## src/design/hns_pkg.sv

```systemverilog
// ----------------------------------------------------------------------------
// hns_pkg
// Shared types and constants for the height map normal stream block.
// ----------------------------------------------------------------------------
package hns_pkg;

    // line buffer geometry
    localparam int MAX_COLS = 1024;
    localparam int COL_W    = $clog2(MAX_COLS);
    localparam int ROW_W    = 10;
    localparam int MAX_ROWS = 1024;

    // configuration and payload widths
    localparam int CNT_W  = 11;
    localparam int H_W    = 16;
    localparam int D_W    = H_W + 1;
    localparam int SQ_W   = 2 * D_W;
    localparam int Q_W    = 15;
    localparam int N_W    = 16;
    localparam int ACC_W  = 70;

    // magnitude search: one result bit per step, MSB first
    localparam int STEP_COUNT = Q_W;
    localparam int STEP_W     = $clog2(STEP_COUNT);
    localparam int F_SHIFT    = STEP_COUNT + 1;
    localparam int S_SHIFT    = 2 * STEP_COUNT;
    localparam int T_SHIFT    = 30;

    // the height axis component is 1.0 in Q8.8
    localparam int UNIT_H   = 256;
    localparam int UNIT_SQR = UNIT_H * UNIT_H;

    // configuration register index (byte address bit 2)
    typedef enum logic {
        REG_ROW_COUNT = 1'b0,
        REG_COL_COUNT = 1'b1
    } reg_idx_t;

    // controller to datapath
    typedef struct packed {
        logic capture;
        logic diff;
        logic square;
        logic init;
        logic step;
        logic load_out;
    } hns_cmd_t;

    // datapath to controller
    typedef struct packed {
        logic emit;
        logic out_full;
    } hns_status_t;

endpackage

```

## src/design/hns_ctrl.sv

```systemverilog
// ----------------------------------------------------------------------------
// hns_ctrl
// Sequencer: capture and difference, then, for a sample that completes a cell,
// square, lane setup, magnitude steps and the hand-off of the result to the output register.
// ----------------------------------------------------------------------------
module hns_ctrl
    import hns_pkg::*;
(
    input  logic        clk,
    input  logic        rst_n,
    input  logic        in_valid,
    output logic        in_ready,
    input  hns_status_t status,
    output hns_cmd_t    cmd
);

    typedef enum logic [2:0] {
        ST_IDLE,
        ST_DIFF,
        ST_SQUARE,
        ST_INIT,
        ST_STEP,
        ST_DONE
    } state_t;

    state_t            state_reg;
    state_t            state_next;
    logic [STEP_W-1:0] step_cnt_reg;
    logic [STEP_W-1:0] step_cnt_next;

    always_comb
    begin
        state_next    = state_reg;
        step_cnt_next = step_cnt_reg;
        cmd           = '0;
        in_ready      = 1'b0;
        case (state_reg)
            ST_IDLE:
            begin
                in_ready    = 1'b1;
                cmd.capture = in_valid;
                if (in_valid)
                begin
                    state_next = ST_DIFF;
                end
            end
            ST_DIFF:
            begin
                cmd.diff   = 1'b1;
                state_next = status.emit ? ST_SQUARE : ST_IDLE;
            end
            ST_SQUARE:
            begin
                cmd.square = 1'b1;
                state_next = ST_INIT;
            end
            ST_INIT:
            begin
                cmd.init      = 1'b1;
                step_cnt_next = STEP_W'(STEP_COUNT - 1);
                state_next    = ST_STEP;
            end
            ST_STEP:
            begin
                cmd.step      = 1'b1;
                step_cnt_next = step_cnt_reg - 1'b1;
                if (step_cnt_reg == '0)
                begin
                    state_next = ST_DONE;
                end
            end
            ST_DONE:
            begin
                if (!status.out_full)
                begin
                    cmd.load_out = 1'b1;
                    state_next   = ST_IDLE;
                end
            end
            default:
            begin
                state_next = ST_IDLE;
            end
        endcase
    end

    always_ff @(posedge clk or negedge rst_n)
    begin
        if (!rst_n)
        begin
            state_reg    <= ST_IDLE;
            step_cnt_reg <= '0;
        end
        else
        begin
            state_reg    <= state_next;
            step_cnt_reg <= step_cnt_next;
        end
    end

    // an accepted sample always starts with the difference cycle
    assert property (@(posedge clk) disable iff (!rst_n)
        (in_valid && in_ready) |=> (state_reg == ST_DIFF))
        else $error("capture not followed by difference");

    // lanes step only after setup or another step
    assert property (@(posedge clk) disable iff (!rst_n)
        cmd.step |-> ($past(state_reg) == ST_INIT || $past(state_reg) == ST_STEP))
        else $error("step without setup");

    // no sample is taken while a cell is in flight
    assert property (@(posedge clk) disable iff (!rst_n)
        cmd.init |=> !in_ready)
        else $error("input taken during search");

endmodule

```

## config.mk

```make
export PLATFORM = sky130hd
export DESIGN_NAME = hns_ctrl
export DESIGN_NICKNAME = d
export VERILOG_FILES = /design/src/design/hns_pkg.sv /design/src/design/hns_ctrl.sv
export SDC_FILE = /design/constraint.sdc
export NUM_CORES = 1
export LEC_CHECK = 0
export BUFFER_PORTS_ARGS = -buffer_cell sky130_fd_sc_hd__buf_2
export CORE_AREA = 5 5 42 44
export CTS_CLUSTER_DIAMETER = 40
export DETAILED_ROUTE_END_ITERATION = 10
export DIE_AREA = 0 0 47 49
export GPL_TIMING_DRIVEN = 0
export SYNTH_ARGS = -nofsm -noshare
export SYNTH_HDL_FRONTEND = slang
export SYNTH_SLANG_ARGS = --single-unit
```

## constraint.sdc

```tcl
create_clock -name clk -period 3.4 [get_ports clk]
set_clock_uncertainty 0.1 [all_clocks]
set_input_delay 1.02 -clock clk [delete_from_list [all_inputs] [get_ports clk]]
set_output_delay 1.02 -clock clk [all_outputs]
set_load 0.03 [all_outputs]
```

==> flow_summary_export.csv, run 1 <==
group,metric,value,unit
routing,vias,357,
cells_and_area,design_area,518,um^2
yosys,synth_nets,51,
cells_and_area,nNetsFinal,67,
worst_hold_path,whs_path_depth,1,
yosys,netlist_area,417,um^2
clock_tree,htreeDepth,1,
floorplanning,ioPinCount,12,
clock_tree,clk_pin_slew,50,ps
yosys,yosysWarnings,0,
routing,drt_iter0_drc,3,
worst_setup_path,slowest_stage,"nor4bb_1",
clock_tree,cts_resized,0,
sta,hold_viol,0,
clock_tree,cts_tree,"built",
clock_tree,ctsLongestPathBuffers,2,
worst_setup_path,worst_setup_path_end_kind,"output pin",
place,port_buffers,11,
clock_tree,clkSinkCount,7,
worst_setup_path,worst_ep_required_time,2280,ps
worst_setup_path,r2r_start,"state_reg[2]$_DFFE_PN0P_",
sta,slew_violations,0,
routing,ant_nets,0,
routing,dr.pass1.iters,2,
floorplanning,die_w,47,um
power,p_leak,0.268,nW
sta,rsz0062_at_grt,"no",
place,place_area,492,um^2
worst_hold_path,hold_path_end,"step_cnt_reg[0]$_DFFE_PN0P_",
routing,via_per_inst,4.70,
worst_hold_path,min-delay-path-class,"flop to flop",
outcome,status,"finished clean",
worst_setup_path,r2r-end,"step_cnt_reg[3]$_DFFE_PN0P_",
cells_and_area,drive_gt1_share,28.3,%
worst_setup_path,cp_top_family,"buffers and inverters",
power,vdd.ir_drop.worst,0.539,mV
cells_and_area,antenna_cells,0,
routing,wire_per_inst,10.3,um
floorplanning,start_util,29.7,%
place,place.gp.congestion,0.673,
clock_tree,post_cts_buffers,0,
sta,slew_headroom,74.1,%
yosys,yosysUniqueCellTypes,27,
global_route,grt_pass1_vias,347,
sta,finalSetupViolations,0,
sta,tns,0,ps
flow_run,cap_violations,0,
floorplanning,rows,14,
yosys,netlist_instances,45,
global_route,antenna_found_initial,0,
global_route,grt_max_degree,11,
worst_setup_path,crit_path_start_kind,"input pin",
sta,worstMarginPinSlew,389,ps
cells_and_area,largest_reg_flops,4,
yosys,yosysSeqAreaShare,42.0,%
cells_and_area,syn_to_final_growth,24.3,%
global_route,grt_pass1_wl,1410,um
worst_setup_path,cpMostUsedCell,"buf_2",
sta,max_clock_freq,0.365,GHz
worst_hold_path,holdCritStartpoint,"step_cnt_reg[0]$_DFFE_PN0P_",
clock_tree,cts_buffers,3,
clock_tree,holdBufCountCts,0,
global_route,grt-ovfl-total,0,
sta,min_period,2740,ps
worst_setup_path,crit_path_cell_trace,"buf_2 -> nor4bb_1 -> buf_2",
worst_setup_path,path_buf_inv,2,
clock_tree,root_buffer,"clkbuf_4",
global_route,gr-usage-all-layers,8.23,%
yosys,avgSynthCellArea,9.26,um^2
clock_tree,worstSkewPairLatency,250,ps
yosys,synth_seq_cells,7,
worst_setup_path,worstPathMaxFanout,3,
worst_setup_path,reg2regPathDepth,6,
power,power_density,1020,nW/um^2
worst_setup_path,r2r_slack,1950,ps
worst_setup_path,path_class,"input pin to output pin",
floorplanning,die-area,2300,um^2
floorplanning,core-area,1400,um^2
worst_setup_path,critical-path-max-stage-delay,250,ps
floorplanning,die_y,49,um
place,dp_hpwl,601,um
worst_setup_path,crit_arrival,1620,ps
routing,route.detailed.drc,0,
routing,routed_wl,779,um
sta,period_share,80.5,%
## layout by cell type, fill, tap and decap left out, types with 2 or more instances in the layout
cell type  Yosys  final
nor3_1         2      2
o21ai_1        2      2
dfrtp_1        7      7
nor3b_1        2      2
inv_1          5      5
clkbuf_4       0      3
a21oi_1        3      3
a21o_1         2      2
buf_2          0     11
clkbuf_1       2      3
nand2_1        2      2
## cell usage after synthesis
cell,instances,share of area [%]
and3_1,1,1.5
dfrtp_1,7,42
nand3_1,1,1.2
o211ai_1,1,1.8
a21oi_1,3,3.6
nand2_1,2,1.8
or3b_1,1,2.1
a21o_1,2,3.6
o32ai_1,1,2.1
clkinv_4,1,2.1
o221ai_1,1,2.1
nand2b_1,1,1.5
buf_4,1,1.8
inv_1,5,4.5
buf_6,1,2.7
or2b_1,1,1.8
nor2_1,1,0.90
o21ai_1,2,2.4
o31a_1,1,2.1
o31ai_1,1,1.8
nand3b_1,1,1.8
nor4bb_1,1,2.4
clkbuf_1,2,1.8
nor3b_1,2,3.6
nor3_1,2,2.4
ha_1,1,3.0
and2_1,1,1.5
## stage by stage
| step | power [mW] | instances | hold WS [ps] | setup WS [ps] | utilization, % |
|---|---|---|---|---|---|
| finish | 0.526 | 76 | 408 | 661 | 37.0 |
| global route | 0.575 | 76 | 450 | 572 | 37.0 |
| CTS | 0.535 | 76 | 415 | 661 | 37.0 |
| detailed placement | 0.456 | 72 | 407 | 675 | 35.1 |
| global placement | 0.454 | 72 | 395 | 692 | 35.1 |
| floorplan | 0.384 | 45 | 366 | 282 | - |
## cells by family after synthesis
kind of cell / after synthesis / synth area share, %
buffers and inverters: 10 / 12.9
and+or+nand+nor: 15 / 22.5
AOI/OAI and AO/OA: 12 / 19.5
DFF: 7 / 42.0
adders and majority gates: 1 / 3.00
## layer usage
metal	global-route usage, %	share of wire, %
met1	11.5	49
met2	11.3	46
met3	2.21	5.0
met4	4.15	0
met5	0	0
## where the power goes
part	leakage, nW	switching [mW]	internal [mW]
Combinational	0.173	0.195	0.116
Clock	0.0150	0.0292	0.0447
Sequential	0.0808	0.0221	0.120
Total	0.268	0.246	0.280
## worst register-to-register path, stage by stage, from the launching register on
cell      delay [ps]
dfrtp_1          320
buf_4            150
or3b_1           370
buf_6            150
clkinv_4          40
and3_1           140
o21ai_1           70
## cell type report
type,count,area [um^2]
Fill cell,158,883
Tap cell,16,20.0
Buffer,4,26.3
Multi-Input combinational cell,28,188
Timing Repair Buffer,11,55.1
Sequential cell,7,175
Clock buffer,4,26.3
Inverter,6,27.5
## worst max path at each step
stage | depth (start not counted) | end | start | slack (ps)
floorplan | 1 | cmd[0] | status[0] | 280
global placement | 3 | cmd[0] | status[0] | 690
detailed placement | 3 | cmd[0] | status[0] | 680
CTS | 3 | cmd[0] | status[0] | 660
global route | 3 | cmd[0] | status[0] | 570
finish | 3 | cmd[0] | status[0] | 660
Power figures use the tool's default switching activity.
==> run 2, diff against run 1 <==
Clock period 3.4 ns to 2.3 ns, I/O delays scaled along.
==> run 2 against run 1 <==
Against the previous run:
- sequential power up 49%
- setup slack worse by 600 ps
- critical path type is now flop to output pin
- combinational power grew 53%
- cell count is the same
- count of clock-buffer cells in the layout did not move
- die area did not move
- sequential share of layout area fell by 0.88 points
==> flow_summary_export.csv, run 2 (synthesized netlist as in run 1, its figures left out) <==
group,metric,value,unit
place,dp_hpwl,617,um
routing,drt_iter0_drc,6,
sta,period_share,97.2,%
floorplanning,die_w,47,um
clock_tree,ctsLongestPathBuffers,2,
power,switching_power,0.369,mW
power,clkPwrFrac,13.8,%
clock_tree,cts_tree,"built",
worst_setup_path,path_class,"flop to output pin",
flow_run,cap_violations,0,
clock_tree,htreeDepth,1,
power,vdd.ir_drop.worst,0.666,mV
global_route,antenna_found_initial,0,
power,p_leak,0.277,nW
sta,slew_headroom,83.7,%
cells_and_area,drive_gt1_share,35.0,%
clock_tree,post_cts_buffers,0,
place,place.gp.congestion,0.679,
cells_and_area,antenna_cells,0,
floorplanning,core-area,1400,um^2
routing,via_per_inst,4.68,
worst_setup_path,crit_path_cell_trace,"buf_4 -> or3b_1 -> buf_6 -> clkinv_4 -> buf_2",
global_route,grt_pass1_wl,1390,um
sta,hold_viol,0,
routing,ant_nets,0,
global_route,grt_pass1_vias,335,
routing,wl_met2,356,um
worst_setup_path,worst_ep_required_time,1510,ps
worst_hold_path,min-delay-path-class,"input pin to asynchronous set/reset pin",
cells_and_area,final_common_cell,"buf_2",
sta,min_period,2240,ps
routing,vias,356,
cells_and_area,largest_reg_flops,4,
global_route,gr-usage-all-layers,8.30,%
global_route,grt_max_degree,11,
sta,rsz0062_at_grt,"no",
sta,tns,0,ps
routing,route.detailed.drc,0,
worst_setup_path,worst_setup_path_end_kind,"output pin",
clock_tree,worstSkewPairLatency,250,ps
power,seq_power_share,26.6,%
cells_and_area,multiInputGateArea,199,um^2
floorplanning,start_util,29.7,%
power,power_density,1500,nW/um^2
floorplanning,ioPinCount,12,
sta,layout_setup_ws,64.5,ps
worst_setup_path,worstPathMaxFanout,10,
clock_tree,clkSinkCount,7,
cells_and_area,syn_to_final_growth,27.6,%
floorplanning,rows,14,
routing,wl_met3,50,um
global_route,grt-ovfl-total,0,
routing,routed_wl,805,um
floorplanning,die_y,49,um
place,dp_slack,226,ps
cells_and_area,seqCellArea,175,um^2
sta,finalSetupViolations,0,
routing,dr.pass1.iters,4,
worst_setup_path,crit_path_start_kind,"flop",
routing,wire_per_inst,10.6,um
sta,slew_violations,0,
worst_setup_path,slowest_stage,"or3b_1",
worst_setup_path,critical-path-max-stage-delay,360,ps
cells_and_area,mostFrequentLayoutCells,"buf_2 (11), dfrtp_1 (7), inv_1 (5), a21oi_1 (3), clkbuf_4 (3)",
cells_and_area,nNetsFinal,67,
sta,worstMarginPinSlew,245,ps
floorplanning,die-area,2300,um^2
clock_tree,root_buffer,"clkbuf_4",
worst_setup_path,crit_arrival,1450,ps
cells_and_area,nFillCells,153,
outcome,status,"finished clean",
power,combPwrFrac,59.7,%
clock_tree,cts_buffers,3,
clock_tree,clk_pin_slew,50,ps
sta,max_clock_freq,0.447,GHz
power,swShare,46.4,%
worst_setup_path,startpoint,"state_reg[2]$_DFFE_PN0P_",
power,p_int,0.426,mW
worst_setup_path,r2r_start,"state_reg[2]$_DFFE_PN0P_",
place,port_buffers,11,
cells_and_area,final_util,37.9,%
routing,wl_met1,391,um
routing,routed.top_layer,"met4",
## run 2: stage by stage
step	power, mW	instance area (um^2)	hold WS [ps]	instances
global placement	0.683	503	394	72
floorplan	0.582	428	294	45
CTS	0.803	529	167	76
finish	0.796	532	168	76
global route	0.867	532	163	76
detailed placement	0.686	503	425	72
## run 2: critical path, delay by kind of cell (launching register included)
kind / cells / cell delay, ps
buf+inv: 4 / 510
simple gates: 1 / 360
flops: 1 / 320
## run 2: final cells by class
| class | instances | share of cell area (%) |
|---|---|---|
| Clock buffer | 4 | 4.94 |
| Buffer | 4 | 5.41 |
| Timing Repair Buffer | 11 | 10.4 |
| Multi-Input combinational cell | 28 | 37.4 |
| Tap cell | 16 | 3.76 |
| Sequential cell | 7 | 32.9 |
| Inverter | 6 | 5.18 |
## run 2: timing repair
item                                    4_1_cts  5_1_grt
endpoints found under the setup margin        0        3
hold buffers                                  0        0
gates resized for setup                       0        4
## run 2: power groups by stage
stage               sequential [mW]  clock [mW]  combinational (mW)
floorplan                     0.204           0               0.378
finish                        0.211       0.109               0.475
global route                  0.219       0.126               0.522
CTS                           0.211       0.114               0.478
global placement              0.212           0               0.472
detailed placement            0.214           0               0.472
## run 2: final timing paths
check / slack, ps / end / depth (start not counted)
setup / recovery: 60 / cmd[1] / 5
hold / removal: 170 / step_cnt_reg[1]$_DFFE_PN0P_ / 1
setup reg to reg: 850 / step_cnt_reg[3]$_DFFE_PN0P_ / 6
max in group asynchronous: 1770 / state_reg[1]$_DFFE_PN0P_ / 1
min in group clk: 430 / step_cnt_reg[0]$_DFFE_PN0P_ / 1
hold reg to reg: 430 / step_cnt_reg[0]$_DFFE_PN0P_ / 1
## run 2: routing by layer
metal | track usage (%) | vias to the layer above
li1 | - | 184
met3 | 2.21 | 2
met1 | 11.9 | 161
met5 | 0 | -
met2 | 10.4 | 9
met4 | 5.53 | 0
==> run 3, diff against run 2 <==
Clock period 2.3 ns to 2.63 ns, I/O delays scaled along.
==> run 3 against run 2 <==
Against the previous run:
- first-iteration DRC count grew 17%
- critical path depth shrank 2
- sequential power shrank 12%
- setup slack gained 220 ps
- sequential share of layout area grew 0.47 points
- combinational power shrank 14%
- critical path type unchanged
==> flow_summary_export.csv, run 3 (synthesized netlist as in run 1, its figures left out) <==
group,metric,value,unit
sta,hold_viol,0,
global_route,grt-ovfl-total,0,
sta,worstMarginPinSlew,413,ps
clock_tree,ctsLongestPathBuffers,2,
place,dp_hpwl,638,um
power,seq_power_share,26.8,%
clock_tree,worstSkewPairLatency,250,ps
worst_setup_path,crit_path_cell_trace,"clkbuf_1 -> nor3b_1 -> buf_2",
place,dp_slack,338,ps
routing,dr.pass1.iters,4,
worst_setup_path,critical-path-max-stage-delay,340,ps
place,place.gp.congestion,0.674,
worst_setup_path,reg2regPathDepth,6,
worst_setup_path,worst_setup_path_end_kind,"output pin",
place,port_buffers,11,
cells_and_area,antenna_cells,0,
sta,finalSetupViolations,0,
routing,via_per_inst,4.63,
power,vdd.ir_drop.worst,0.675,mV
worst_setup_path,path_buf_inv,2,
place,place_area,498,um^2
global_route,grt_pass1_wl,1550,um
sta,layout_setup_ws,284,ps
power,swShare,47.0,%
global_route,grt_pass1_vias,351,
cells_and_area,final_common_cell,"buf_2",
worst_setup_path,slowest_stage,"clkbuf_1",
clock_tree,cts_resized,0,
cells_and_area,mostFrequentLayoutCells,"buf_2 (11), dfrtp_1 (7), inv_1 (5)",
clock_tree,post_cts_buffers,0,
routing,vias,352,
sta,tns,0,ps
worst_hold_path,min-delay-path-class,"input pin to asynchronous set/reset pin",
flow_run,cap_violations,0,
floorplanning,core-area,1400,um^2
sta,slew_violations,0,
cells_and_area,nNetsFinal,67,
sta,rsz0062_at_grt,"no",
worst_setup_path,worst_ep_required_time,1740,ps
cells_and_area,design_area,524,um^2
cells_and_area,syn_to_final_growth,25.8,%
worst_setup_path,r2r_slack,1200,ps
outcome,status,"finished clean",
global_route,antenna_found_initial,0,
worst_setup_path,crit_path_start_kind,"flop",
clock_tree,holdBufCountCts,0,
routing,drt_iter0_drc,7,
worst_setup_path,worstPathMaxFanout,10,
clock_tree,root_buffer,"clkbuf_4",
clock_tree,cts_tree,"built",
power,combPwrFrac,58.9,%
power,p_leak,0.269,nW
cells_and_area,fin_cells,76,
worst_setup_path,worstSetupPathDepth,3,
floorplanning,die_w,47,um
sta,min_period,2350,ps
floorplanning,die-area,2300,um^2
sta,slew_headroom,72.5,%
routing,routed_wl,856,um
cells_and_area,drive_gt1_share,30.0,%
worst_setup_path,cp_top_family,"buffers and inverters",
power,power_density,1320,nW/um^2
global_route,grt_max_degree,11,
floorplanning,die_y,49,um
sta,period_share,89.2,%
routing,ant_nets,0,
power,p_int,0.366,mW
floorplanning,start_util,29.7,%
clock_tree,clk_pin_slew,60,ps
place,dp.cells,72,
routing,wire_per_inst,11.3,um
worst_setup_path,crit_arrival,1460,ps
global_route,gr-usage-all-layers,9.23,%
clock_tree,cts_buffers,3,
power,switching_power,0.325,mW
clock_tree,htreeDepth,1,
power,clkPwrFrac,14.4,%
cells_and_area,largest_reg_flops,4,
worst_setup_path,path_class,"flop to output pin",
routing,route.detailed.drc,0,
clock_tree,clkSinkCount,7,
floorplanning,rows,14,
floorplanning,ioPinCount,12,
sta,max_clock_freq,0.426,GHz
run 3: cell count changes in the layout (fill, tap and decap cells not counted):
cell / previous run / this run
clkbuf_1: 1 / 3
clkbuf_2: 2 / 0
nor3_1: 1 / 2
nor3_2: 1 / 0
run 3: worst paths after layout:
kind / from / end
hold / removal: rst_n / step_cnt_reg[1]$_DFFE_PN0P_
min in group clk: step_cnt_reg[0]$_DFFE_PN0P_ / step_cnt_reg[0]$_DFFE_PN0P_
setup reg to reg: state_reg[2]$_DFFE_PN0P_ / step_cnt_reg[3]$_DFFE_PN0P_
hold reg to reg: step_cnt_reg[0]$_DFFE_PN0P_ / step_cnt_reg[0]$_DFFE_PN0P_
setup / recovery: state_reg[1]$_DFFE_PN0P_ / cmd[3]
max in group asynchronous: rst_n / state_reg[2]$_DFFE_PN0P_
run 3: power groups by stage:
| stage | Clock, mW | Sequential (mW) | Combinational (mW) |
|---|---|---|---|
| floorplan | 0 | 0.178 | 0.323 |
| global placement | 0 | 0.185 | 0.406 |
| detailed placement | 0 | 0.188 | 0.408 |
| CTS | 0.103 | 0.185 | 0.411 |
| global route | 0.116 | 0.193 | 0.449 |
| finish | 0.0992 | 0.185 | 0.407 |
run 3: cell type report:
cell class,instances,area [um^2]
Timing Repair Buffer,11,55.1
Clock buffer,4,26.3
Fill cell,152,877
Multi-Input combinational cell,28,194
Inverter,6,27.5
Buffer,4,26.3
Tap cell,16,20.0
Sequential cell,7,175
run 3: routing by layer:
metal	routed length, um	track usage [%]	vias to the layer above
met5	0	0	-
met4	0	2.76	0
met3	65	5.54	0
met2	362	10.6	12
met1	427	14.0	154
li1	-	-	186
run 3: metrics by stage:
stage	utilization, %	total power, mW	hold slack, ps
final	37.4	0.691	257
after global placement	35.5	0.591	393
after floorplan	-	0.502	366
after global routing	37.4	0.758	255
after detailed placement	35.5	0.596	424
after CTS	37.4	0.700	260
